==> config.mk <==
export PLATFORM = sky130hd
export DESIGN_NAME = npcs_ctrl
export DESIGN_NICKNAME = d
export VERILOG_FILES = /design/src/rtl/npcs_pkg.sv /design/src/rtl/npcs_ctrl.sv
export SDC_FILE = /design/constraint.sdc
export NUM_CORES = 1
export LEC_CHECK = 0
export BUFFER_PORTS_ARGS = -buffer_cell sky130_fd_sc_hd__buf_2
export CAP_MARGIN = 20
export CORE_AREA = 3 3 40 42
export CTS_CLUSTER_DIAMETER = 120
export DETAILED_ROUTE_END_ITERATION = 7
export DIE_AREA = 0 0 43 45
export GPL_TIMING_DRIVEN = 0
export SYNTH_ARGS = -nofsm -noshare
export SYNTH_HDL_FRONTEND = slang
export SYNTH_SLANG_ARGS = --single-unit
export TNS_END_PERCENT = 20
==> constraint.sdc <==
create_clock -name clock -period 1.2 [get_ports clock]
set_clock_uncertainty 0.15 [all_clocks]
set_input_delay 0.18 -clock clock [delete_from_list [all_inputs] [get_ports clock]]
set_output_delay 0.18 -clock clock [all_outputs]
set_load 0.1 [all_outputs]
==> src/rtl/npcs_pkg.sv <==
// Package with the constants and controller/datapath interface types of the palette search.
`timescale 1ns / 1ps
`default_nettype none

package npcs_pkg;

   localparam int PALETTE_ENTRIES = 256;
   localparam int ADDR_W          = (PALETTE_ENTRIES > 1) ? $clog2(PALETTE_ENTRIES) : 1;
   localparam int IDX_W           = 8;
   localparam int CHAN_W          = 8;
   localparam int DAC_W           = 6;
   localparam int WORD_W          = 3 * DAC_W;
   localparam int SQ_W            = 2 * CHAN_W;
   localparam int DIST_W          = SQ_W + 2;

   localparam logic ACTION_WRITE = 1'b0;
   localparam logic ACTION_QUERY = 1'b1;

   typedef struct packed {
      logic write;
      logic load_query;
      logic issue;
   } npcs_cmd_type;

   typedef struct packed {
      logic last_addr;
      logic pipe_idle;
   } npcs_status_type;

endpackage

`default_nettype wire

==> src/rtl/npcs_ctrl.sv <==
// Controller state machine that sequences palette writes and the query scan.
`timescale 1ns / 1ps
`default_nettype none

module npcs_ctrl (
   input  wire logic                      clock,
   input  wire logic                      reset,
   input  wire logic                      start,
   input  wire logic                      req_action,
   output logic                           busy,
   output logic                           rsp_valid,
   output npcs_pkg::npcs_cmd_type         cmd,
   input  wire npcs_pkg::npcs_status_type status
);
   import npcs_pkg::*;

   localparam logic [1:0] ST_IDLE  = 2'd0;
   localparam logic [1:0] ST_SCAN  = 2'd1;
   localparam logic [1:0] ST_DRAIN = 2'd2;

   logic [1:0] state_ff;
   logic [1:0] state_in;

   always_comb begin
      state_in       = state_ff;
      busy           = 1'b1;
      rsp_valid      = 1'b0;
      cmd.write      = 1'b0;
      cmd.load_query = 1'b0;
      cmd.issue      = 1'b0;
      unique case (state_ff)
         ST_IDLE: begin
            busy = 1'b0;
            if (start) begin
               if (req_action == ACTION_QUERY) begin
                  cmd.load_query = 1'b1;
                  state_in       = ST_SCAN;
               end else begin
                  cmd.write = 1'b1;
               end
            end
         end
         ST_SCAN: begin
            cmd.issue = 1'b1;
            if (status.last_addr) begin
               state_in = ST_DRAIN;
            end
         end
         ST_DRAIN: begin
            // The best index is final once the last entry has left the pipeline.
            if (status.pipe_idle) begin
               rsp_valid = 1'b1;
               state_in  = ST_IDLE;
            end
         end
         default: begin
            state_in = ST_IDLE;
         end
      endcase
   end

   always_ff @(posedge clock) begin
      if (reset) begin
         state_ff <= ST_IDLE;
      end else begin
         state_ff <= state_in;
      end
   end

endmodule

`default_nettype wire

* Word-level counts from Yosys, hierarchy flattened
Index checks and enable logic that the tools add are counted. W data, S select, Z words.
Storage, ports and cells: logic and storage cells 22, output and inout port bits 5, input bits 6, bits in registers 2
Cells by class: equality and inequality tests 6, multiplexer cells 13, reductions and logical operators 2
Operator list (count):
- $mux W2 | 6
- $ne A2 B2 Y1 const B | 4
- $mux W1 | 6
- $pmux W2 S3 | 1
- $reduce_and A4 Y1 | 1
- $eq A2 B1 Y1 const B | 1
- $eq A2 B2 Y1 const B | 1
- $logic_not A2 Y1 | 1

* Logic depth before layout (Yosys ltp)
Gate-level depths: netlist of run 1.
depth after elaboration 3, gate-level depth with buffers 2, gate-level depth less buffers 2

* Worst setup path before layout of run 1
No wires, ideal clock.
path type register to output, from reg state_ff[1], to out cmd[2] (netlist name), buffers on the path 0, data arrival time 3270 ps, path slack -2400 ps, cell stages (with the launch flop) 3, cells stage by stage dfxtp_1 or2_1 nor3b_1
RTL lines:
- from (decl) | RTL line npcs_ctrl.sv:21 | logic [1:0] state_ff;
- from (signal assigned) | RTL line npcs_ctrl.sv:66 | state_ff <= state_in;
- to (decl) | RTL line npcs_ctrl.sv:12 | output npcs_pkg::npcs_cmd_type cmd,

==> results.sh, run 1 <==
export IMPL_stdcell_count=43
export IMPL_drc_errors=0
export IMPL_ys_seq_area_frac=0.296
export IMPL_synthTopCellsByArea="dfxtp_1 (30%), nand3b_1 (11%), and4bb_2 (9.3%)"
export IMPL_rsz0062_at_grt="yes"
export IMPL_grt_first_pass_wirelength_um=517
export IMPL_port_buffers=10
export IMPL_post_drt_wl_per_cell_um=8.21
export IMPL_initial_core_util=0.105
export IMPL_synth_compound_area_share=0.0926
export IMPL_fp_coreArea_mm2=0.00128
export IMPL_run_status="finished with violations"
export IMPL_worst_ep_arrival_time_ns=1.22
export IMPL_dp_cells=39
export IMPL_hold_class="in -> reg"
export IMPL_crit_fanout=8
export IMPL_async_flop_share=0
export IMPL_htreeDepth=1
export IMPL_largestRegisters="state_ff x2"
export IMPL_cts_buffers=3
export IMPL_largest_register="state_ff"
export IMPL_synthXorXnorAreaFrac=0
export IMPL_syn_avg_cell_area_um2=9.65
export IMPL_path_clk_slew_ns=0.03
export IMPL_pwr_density_cell_mw_per_mm2=1120
export IMPL_grt_pass1_vias=150
export IMPL_reg2reg_setup_slack_ns=0.12
export IMPL_p_switching_uw=125
export IMPL_overflow=0
export IMPL_synth_top_family_by_area="simple AND/OR/NAND/NOR gates"
export IMPL_critical_path_class="reg -> out"
export IMPL_synth_edf_count=0
export IMPL_switching_share=0.349
export IMPL_reg2regPathDepth=2
export IMPL_cts_tree="built"
export IMPL_end_kind="output pin"
export IMPL_drt_first_pass_iters=2
export IMPL_gp_congestion=0.556
export IMPL_yosys_register_bits=2
export IMPL_worstSetupStartpointType="register"
export IMPL_timing_final_ws_setup_ns=-0.354
export IMPL_clk_latency_ns=0.22
export IMPL_crit_start="state_ff[0]$_SDFFE_PP0P_"
export IMPL_die_h_um=45
export IMPL_synthSimpleGateAreaFrac=0.556
export IMPL_viasPerCell=3.74
export IMPL_drtIter0Drc=2
export IMPL_fin_area_um2=319
export IMPL_seq_power_share=0.206
export IMPL_synth_distinct_cells=12
export IMPL_worstPathRequired_ns=0.87
export IMPL_endpoint="cmd[2]"
export IMPL_reg2reg_from="state_ff[0]$_SDFFE_PP0P_"
export IMPL_violations="setup timing"
export IMPL_whs_ns=0.0775
export IMPL_synth_top_area_cell="dfxtp_1"
export IMPL_relSlewSlack=0.681
export IMPL_grtUsageTotal=0.0391
export IMPL_tightest_slew_ns=0.482
export IMPL_post_route_period_util=1.30
export IMPL_maxCapViolCount=0
export IMPL_hold_viol=0
export IMPL_std_cell_rows=13
export IMPL_antenna_diode_count=0
export IMPL_ctsLongestPathBuffers=2
export IMPL_power_leakage_uw=0.000133
export IMPL_dr_total_vias=161
export IMPL_antenna_found_initial=0
export IMPL_finalWirelength_um=353
export IMPL_synth_mux_area_frac=0
export IMPL_netlist_area_um2=135
export IMPL_cts_sinks=2
export IMPL_min_period_ns=1.55
export IMPL_largest_register_ffs=2
export IMPL_fmax_ghz=0.643
export IMPL_combPwrFrac=0.399
export IMPL_ctsRootBufferMaster="clkbuf_4"
export IMPL_slew_violations=0
export IMPL_dp_worst_setup_slack_ns=-0.312
export IMPL_setup_viol=5
export IMPL_die_x_um=43
export IMPL_nets=36
export IMPL_synth_fa_ha_area_frac=0
export IMPL_netlist_top_cells_count="dfxtp_1 (2), nand3b_1 (2)"
export IMPL_synthCells=14
export IMPL_area_growth_pct=136
export IMPL_ys_flop_type="dfxtp_1"
export IMPL_syn_num_nets=20
export IMPL_placed_area_um2=219
export IMPL_clkPwrFrac=0.395
export IMPL_antenna_left=0
export IMPL_synth_warnings=0
export IMPL_reg2reg_to="state_ff[1]$_SDFFE_PP0P_"
export IMPL_p_int_uw=233
export IMPL_final_layout_size_suffix_gt1_frac=0.750
export IMPL_vdd_drop_max_mv=0.303
export IMPL_ioPinCount=11
export IMPL_grt_max_degree=9
export IMPL_fp_dieArea_mm2=0.00194
export IMPL_yosysTopAreaCellShare=0.296
## cell usage in the layout (no fill, tap or decap)
master         count
nor3b_4            1
a211oi_1           1
dlygate4sd3_1      1
a21oi_1            1
dfxtp_2            1
buf_12             4
buf_2              6
or2_4              1
nand3b_1           2
and4bb_2           1
and2b_2            1
and3b_2            1
nand2b_1           1
or3b_1             1
clkbuf_4           3
buf_6              1
dfxtp_4            1
## worst min-delay path by stage
| stage | start | end | slack [ns] | cells past startpoint |
|---|---|---|---|---|
| global placement | reset | state_ff[0]$_SDFFE_PP0P_ | 0.20 | 2 |
| floorplan | reset | state_ff[0]$_SDFFE_PP0P_ | 0.1 | 1 |
| detailed placement | reset | state_ff[0]$_SDFFE_PP0P_ | 0.21 | 2 |
| global route | status[1] | state_ff[1]$_SDFFE_PP0P_ | 0.08 | 3 |
| finish | status[1] | state_ff[0]$_SDFFE_PP0P_ | 0.08 | 3 |
| CTS | status[1] | state_ff[1]$_SDFFE_PP0P_ | 0.07 | 3 |
## metal layers
metal,global-route usage,routed length [µm]
met5,0,0
met4,0.0723,0
met3,0,16
met2,0.0509,224
met1,0.0432,113
## cells by family (layout without fill, tap and decap cells)
family	count (synthesis)	after routing
buf+inv	1	15
simple gates	9	9
flops	2	2
compound gates	2	2
## critical path: stages (launching register included)
cell and delay (ns):
dfxtp_2 0.34, or2_4 0.26, nor3b_4 0.21, buf_12 0.20
## per-stage QoR
step	total power, µW	TNS (ns)	util
finish	357	-1.14	0.248
global route	375	-1.33	0.248
CTS	368	-1.22	0.240
detailed placement	189	-0.914	0.170
global placement	189	-0.894	0.170
floorplan	169	-0.842	-
## cell type report
cell class / count / area (µm²)
clock buffers: 3 / 22.5
fillers: 148 / 966
repair buffers: 11 / 120
multi-input cells: 11 / 101
well taps: 15 / 18.8
plain buffers: 1 / 11.3
flip-flops and latches: 2 / 45.0
## power by group through the flow
stage,clock [µW],combinational [µW],sequential (µW)
floorplan,0,94.5,74.5
global placement,0,114,75.7
detailed placement,0,114,75.7
CTS,153,139,75.1
global route,153,148,74.6
finish,141,143,73.5
## timing repair
item                                    4_1_cts  5_1_grt
endpoints found under the setup margin        5        5
gates resized for setup                      16        3
pin swaps                                     0        1
hold endpoints to repair                      2        0
hold buffers                                  1        0
buffers inserted                              0        0
(Power assumes the default switching activity.)
==> run 2, diff against run 1 <==
--- a/config.mk
+++ b/config.mk
@@ -5,9 +5,11 @@
 export SDC_FILE = /design/constraint.sdc
 export NUM_CORES = 1
 export LEC_CHECK = 0
+export ABC_AREA = 1
 export BUFFER_PORTS_ARGS = -buffer_cell sky130_fd_sc_hd__buf_2
 export CAP_MARGIN = 20
 export CORE_AREA = 3 3 40 42
+export CTS_BUF_LIST = sky130_fd_sc_hd__clkbuf_16
 export CTS_CLUSTER_DIAMETER = 120
 export DETAILED_ROUTE_END_ITERATION = 7
 export DIE_AREA = 0 0 43 45
==> results.sh, run 2 <==
export IMPL_maxCapViolCount=0
export IMPL_worstSetupStartpointType="register"
export IMPL_switching_share=0.247
export IMPL_viasPerCell=3.39
export IMPL_synth_most_common_cell="inv_1"
export IMPL_pwr_density_cell_mw_per_mm2=1850
export IMPL_clk_latency_ns=0.22
export IMPL_synthCells=22
export IMPL_netlist_top_cells_count="inv_1 (7), nand3_1 (3), dfxtp_1 (2), nand2_1 (2), nor2_1 (2)"
export IMPL_finalWirelength_um=389
export IMPL_relSlewSlack=0.865
export IMPL_seq_power_share=0.102
export IMPL_ioPinCount=11
export IMPL_cp_top_family="flip-flops"
export IMPL_worstPathRequired_ns=0.87
export IMPL_nFillCells=138
export IMPL_yosysTopAreaCellShare=0.296
export IMPL_run_status="finished with violations"
export IMPL_fp_coreArea_mm2=0.00128
export IMPL_antenna_left=0
export IMPL_synth_edf_count=0
export IMPL_synth_top_area_cell="dfxtp_1"
export IMPL_cts_buffers=3
export IMPL_p_switching_uw=178
export IMPL_async_flop_share=0
export IMPL_cp_common_cell="nor2_4"
export IMPL_min_period_ns=1.39
export IMPL_violations="setup timing"
export IMPL_die_x_um=43
export IMPL_post_route_period_util=1.16
export IMPL_utilization=0.303
export IMPL_hold_viol=0
export IMPL_largestRegisters="state_ff x2"
export IMPL_reg2reg_from="state_ff[1]$_SDFFE_PP0P_"
export IMPL_min_to="state_ff[1]$_SDFFE_PP0P_"
export IMPL_die_h_um=45
export IMPL_mostFrequentLayoutCells="inv_1 (5), buf_2 (5), buf_12 (4)"
export IMPL_reg2reg_to="state_ff[0]$_SDFFE_PP0P_"
export IMPL_tightest_slew_ns=0.202
export IMPL_clkPwrFrac=0.688
export IMPL_ys_flop_type="dfxtp_1"
export IMPL_crit_fanout=4
export IMPL_fin_area_um2=389
export IMPL_synthTopCellsByArea="dfxtp_1 (30%), inv_1 (19%), nand3_1 (11%)"
export IMPL_slowest_delay_ns=0.35
export IMPL_hold_start="status[1]"
export IMPL_placed_area_um2=225
export IMPL_fmax_ghz=0.718
export IMPL_nets=44
export IMPL_drc_errors=0
export IMPL_syn_num_nets=28
export IMPL_netlist_area_um2=135
export IMPL_antenna_found_initial=0
export IMPL_overflow=0
export IMPL_synth_warnings=0
export IMPL_reg2regPathDepth=3
export IMPL_dr_total_vias=173
export IMPL_std_cell_rows=13
export IMPL_antenna_diode_count=0
export IMPL_drt_first_pass_iters=5
export IMPL_gp_congestion=0.631
export IMPL_area_growth_pct=188
export IMPL_synth_distinct_cells=11
export IMPL_drtIter0Drc=1
export IMPL_critical_path_class="reg -> out"
export IMPL_vdd_drop_max_mv=0.735
export IMPL_cts_tree="built"
export IMPL_crit_buf_inv=1
export IMPL_hold_class="in -> reg"
export IMPL_path_clk_slew_ns=0.03
export IMPL_grt_pass1_vias=175
export IMPL_slew_violations=0
export IMPL_post_drt_wl_per_cell_um=7.63
export IMPL_port_buffers=10
export IMPL_fp_dieArea_mm2=0.00194
export IMPL_grt_max_degree=6
export IMPL_syn_avg_cell_area_um2=6.14
export IMPL_regArea_um2=47.5
export IMPL_multi_input_comb_area_um2=87.6
export IMPL_worst_ep_arrival_time_ns=1.06
export IMPL_end_kind="output pin"
export IMPL_crit_slowest_cell="dfxtp_4"
export IMPL_grt_first_pass_wirelength_um=717
export IMPL_yosys_register_bits=2
export IMPL_rsz0062_at_grt="yes"
export IMPL_ys_seq_area_frac=0.296
export IMPL_ctsRootBufferMaster="clkbuf_16"
export IMPL_reg2reg_setup_slack_ns=0.31
export IMPL_htreeDepth=1
export IMPL_power_leakage_uw=0.000185
export IMPL_p_int_uw=543
export IMPL_final_layout_size_suffix_gt1_frac=0.667
export IMPL_hold_depth=3
export IMPL_timing_final_ws_setup_ns=-0.192
export IMPL_largest_register_ffs=2
export IMPL_grtUsageTotal=0.0566
export IMPL_largest_register="state_ff"
export IMPL_ctsLongestPathBuffers=2
export IMPL_initial_core_util=0.105
export IMPL_combPwrFrac=0.210
export IMPL_setup_viol=5
export IMPL_crit_chain="nor2_4 -> nand2_2 -> nor2_4 -> buf_12"
export IMPL_cts_sinks=2
[run 2: cell types whose count changed in the layout (fill, tap and decap cells not counted), moves of 2 or more]
cell       before  now
inv_1           0    5
clkbuf_16       0    3
nand3_1         0    3
nand2_2         0    2
clkbuf_4        3    0
nor2_4          0    2
inv_2           0    2
nand3b_1        2    0
[run 2: stage by stage]
| step | hold WS (ns) | total power [µW] | setup TNS, ns | cells | setup slack [ns] |
|---|---|---|---|---|---|
| after global routing | 0.123 | 746 | -0.907 | 51 | -0.241 |
| final | 0.0906 | 721 | -0.689 | 51 | -0.192 |
| after detailed placement | 0.205 | 194 | -0.681 | 47 | -0.242 |
| after global placement | 0.203 | 193 | -0.648 | 47 | -0.232 |
| after floorplan | 0.0851 | 171 | -0.837 | 22 | -0.269 |
| after CTS | 0.0798 | 736 | -0.815 | 51 | -0.217 |
[run 2: cells by family (layout without fill, tap and decap cells)]
kind of cell,count (synthesis),in the layout,synth area share
flip-flops,2,2,0.296
AND/OR/NAND/NOR,10,10,0.352
AO/OA/AOI/OAI,2,2,0.102
buffers and inverters,8,22,0.250
[run 2: area by class of cell]
class / instances / area share
clock buffers: 3 / 0.193
inverters: 7 / 0.0675
flip-flops and latches: 2 / 0.122
multi-input cells: 12 / 0.225
plain buffers: 1 / 0.0193
well taps: 15 / 0.0482
repair buffers: 11 / 0.325
[run 2: worst register-to-register path: cells and delay by family (launching register included)]
family             cells  cell delay [ns]
and+or+nand+nor        2             0.22
DFF                    1             0.35
AOI/OAI and AO/OA      1             0.10
[run 2: timing repair]
item	in CTS	in global routing
setup endpoints to repair	5	5
buffers inserted	0	0
hold endpoints to repair	2	0
pin swaps	1	2
hold buffers	1	0
cloned	0	0
gates resized for setup	22	1
[run 2: worst max-delay path by stage]
stage,start,slack (ns),to,depth (start not counted)
after floorplan,state_ff[0]$_SDFFE_PP0P_,-0.27,rsp_valid,1
after global placement,state_ff[1]$_SDFFE_PP0P_,-0.23,cmd[2],4
after detailed placement,state_ff[1]$_SDFFE_PP0P_,-0.24,cmd[2],4
after CTS,state_ff[0]$_SDFFE_PP0P_,-0.22,cmd[2],4
after global routing,state_ff[1]$_SDFFE_PP0P_,-0.24,cmd[2],4
final,state_ff[1]$_SDFFE_PP0P_,-0.19,cmd[2],4
[run 2: layer usage]
layer,vias to the layer above,share of wire,track usage
met5,-,0,0
met4,0,0,0.0542
met3,0,0.085,0.0359
met2,8,0.44,0.0778
met1,71,0.47,0.0577
li1,94,-,-
[run 2: power by group through the flow]
stage          Clock, µW  Sequential, µW  Combinational [µW]
2_1_floorplan          0            75.7                95.6
3_3_place_gp           0            76.2                 117
3_5_place_dp           0            76.3                 117
4_1_cts              509            74.8                 153
5_1_grt              513            74.4                 159
6_report             497            73.6                 151
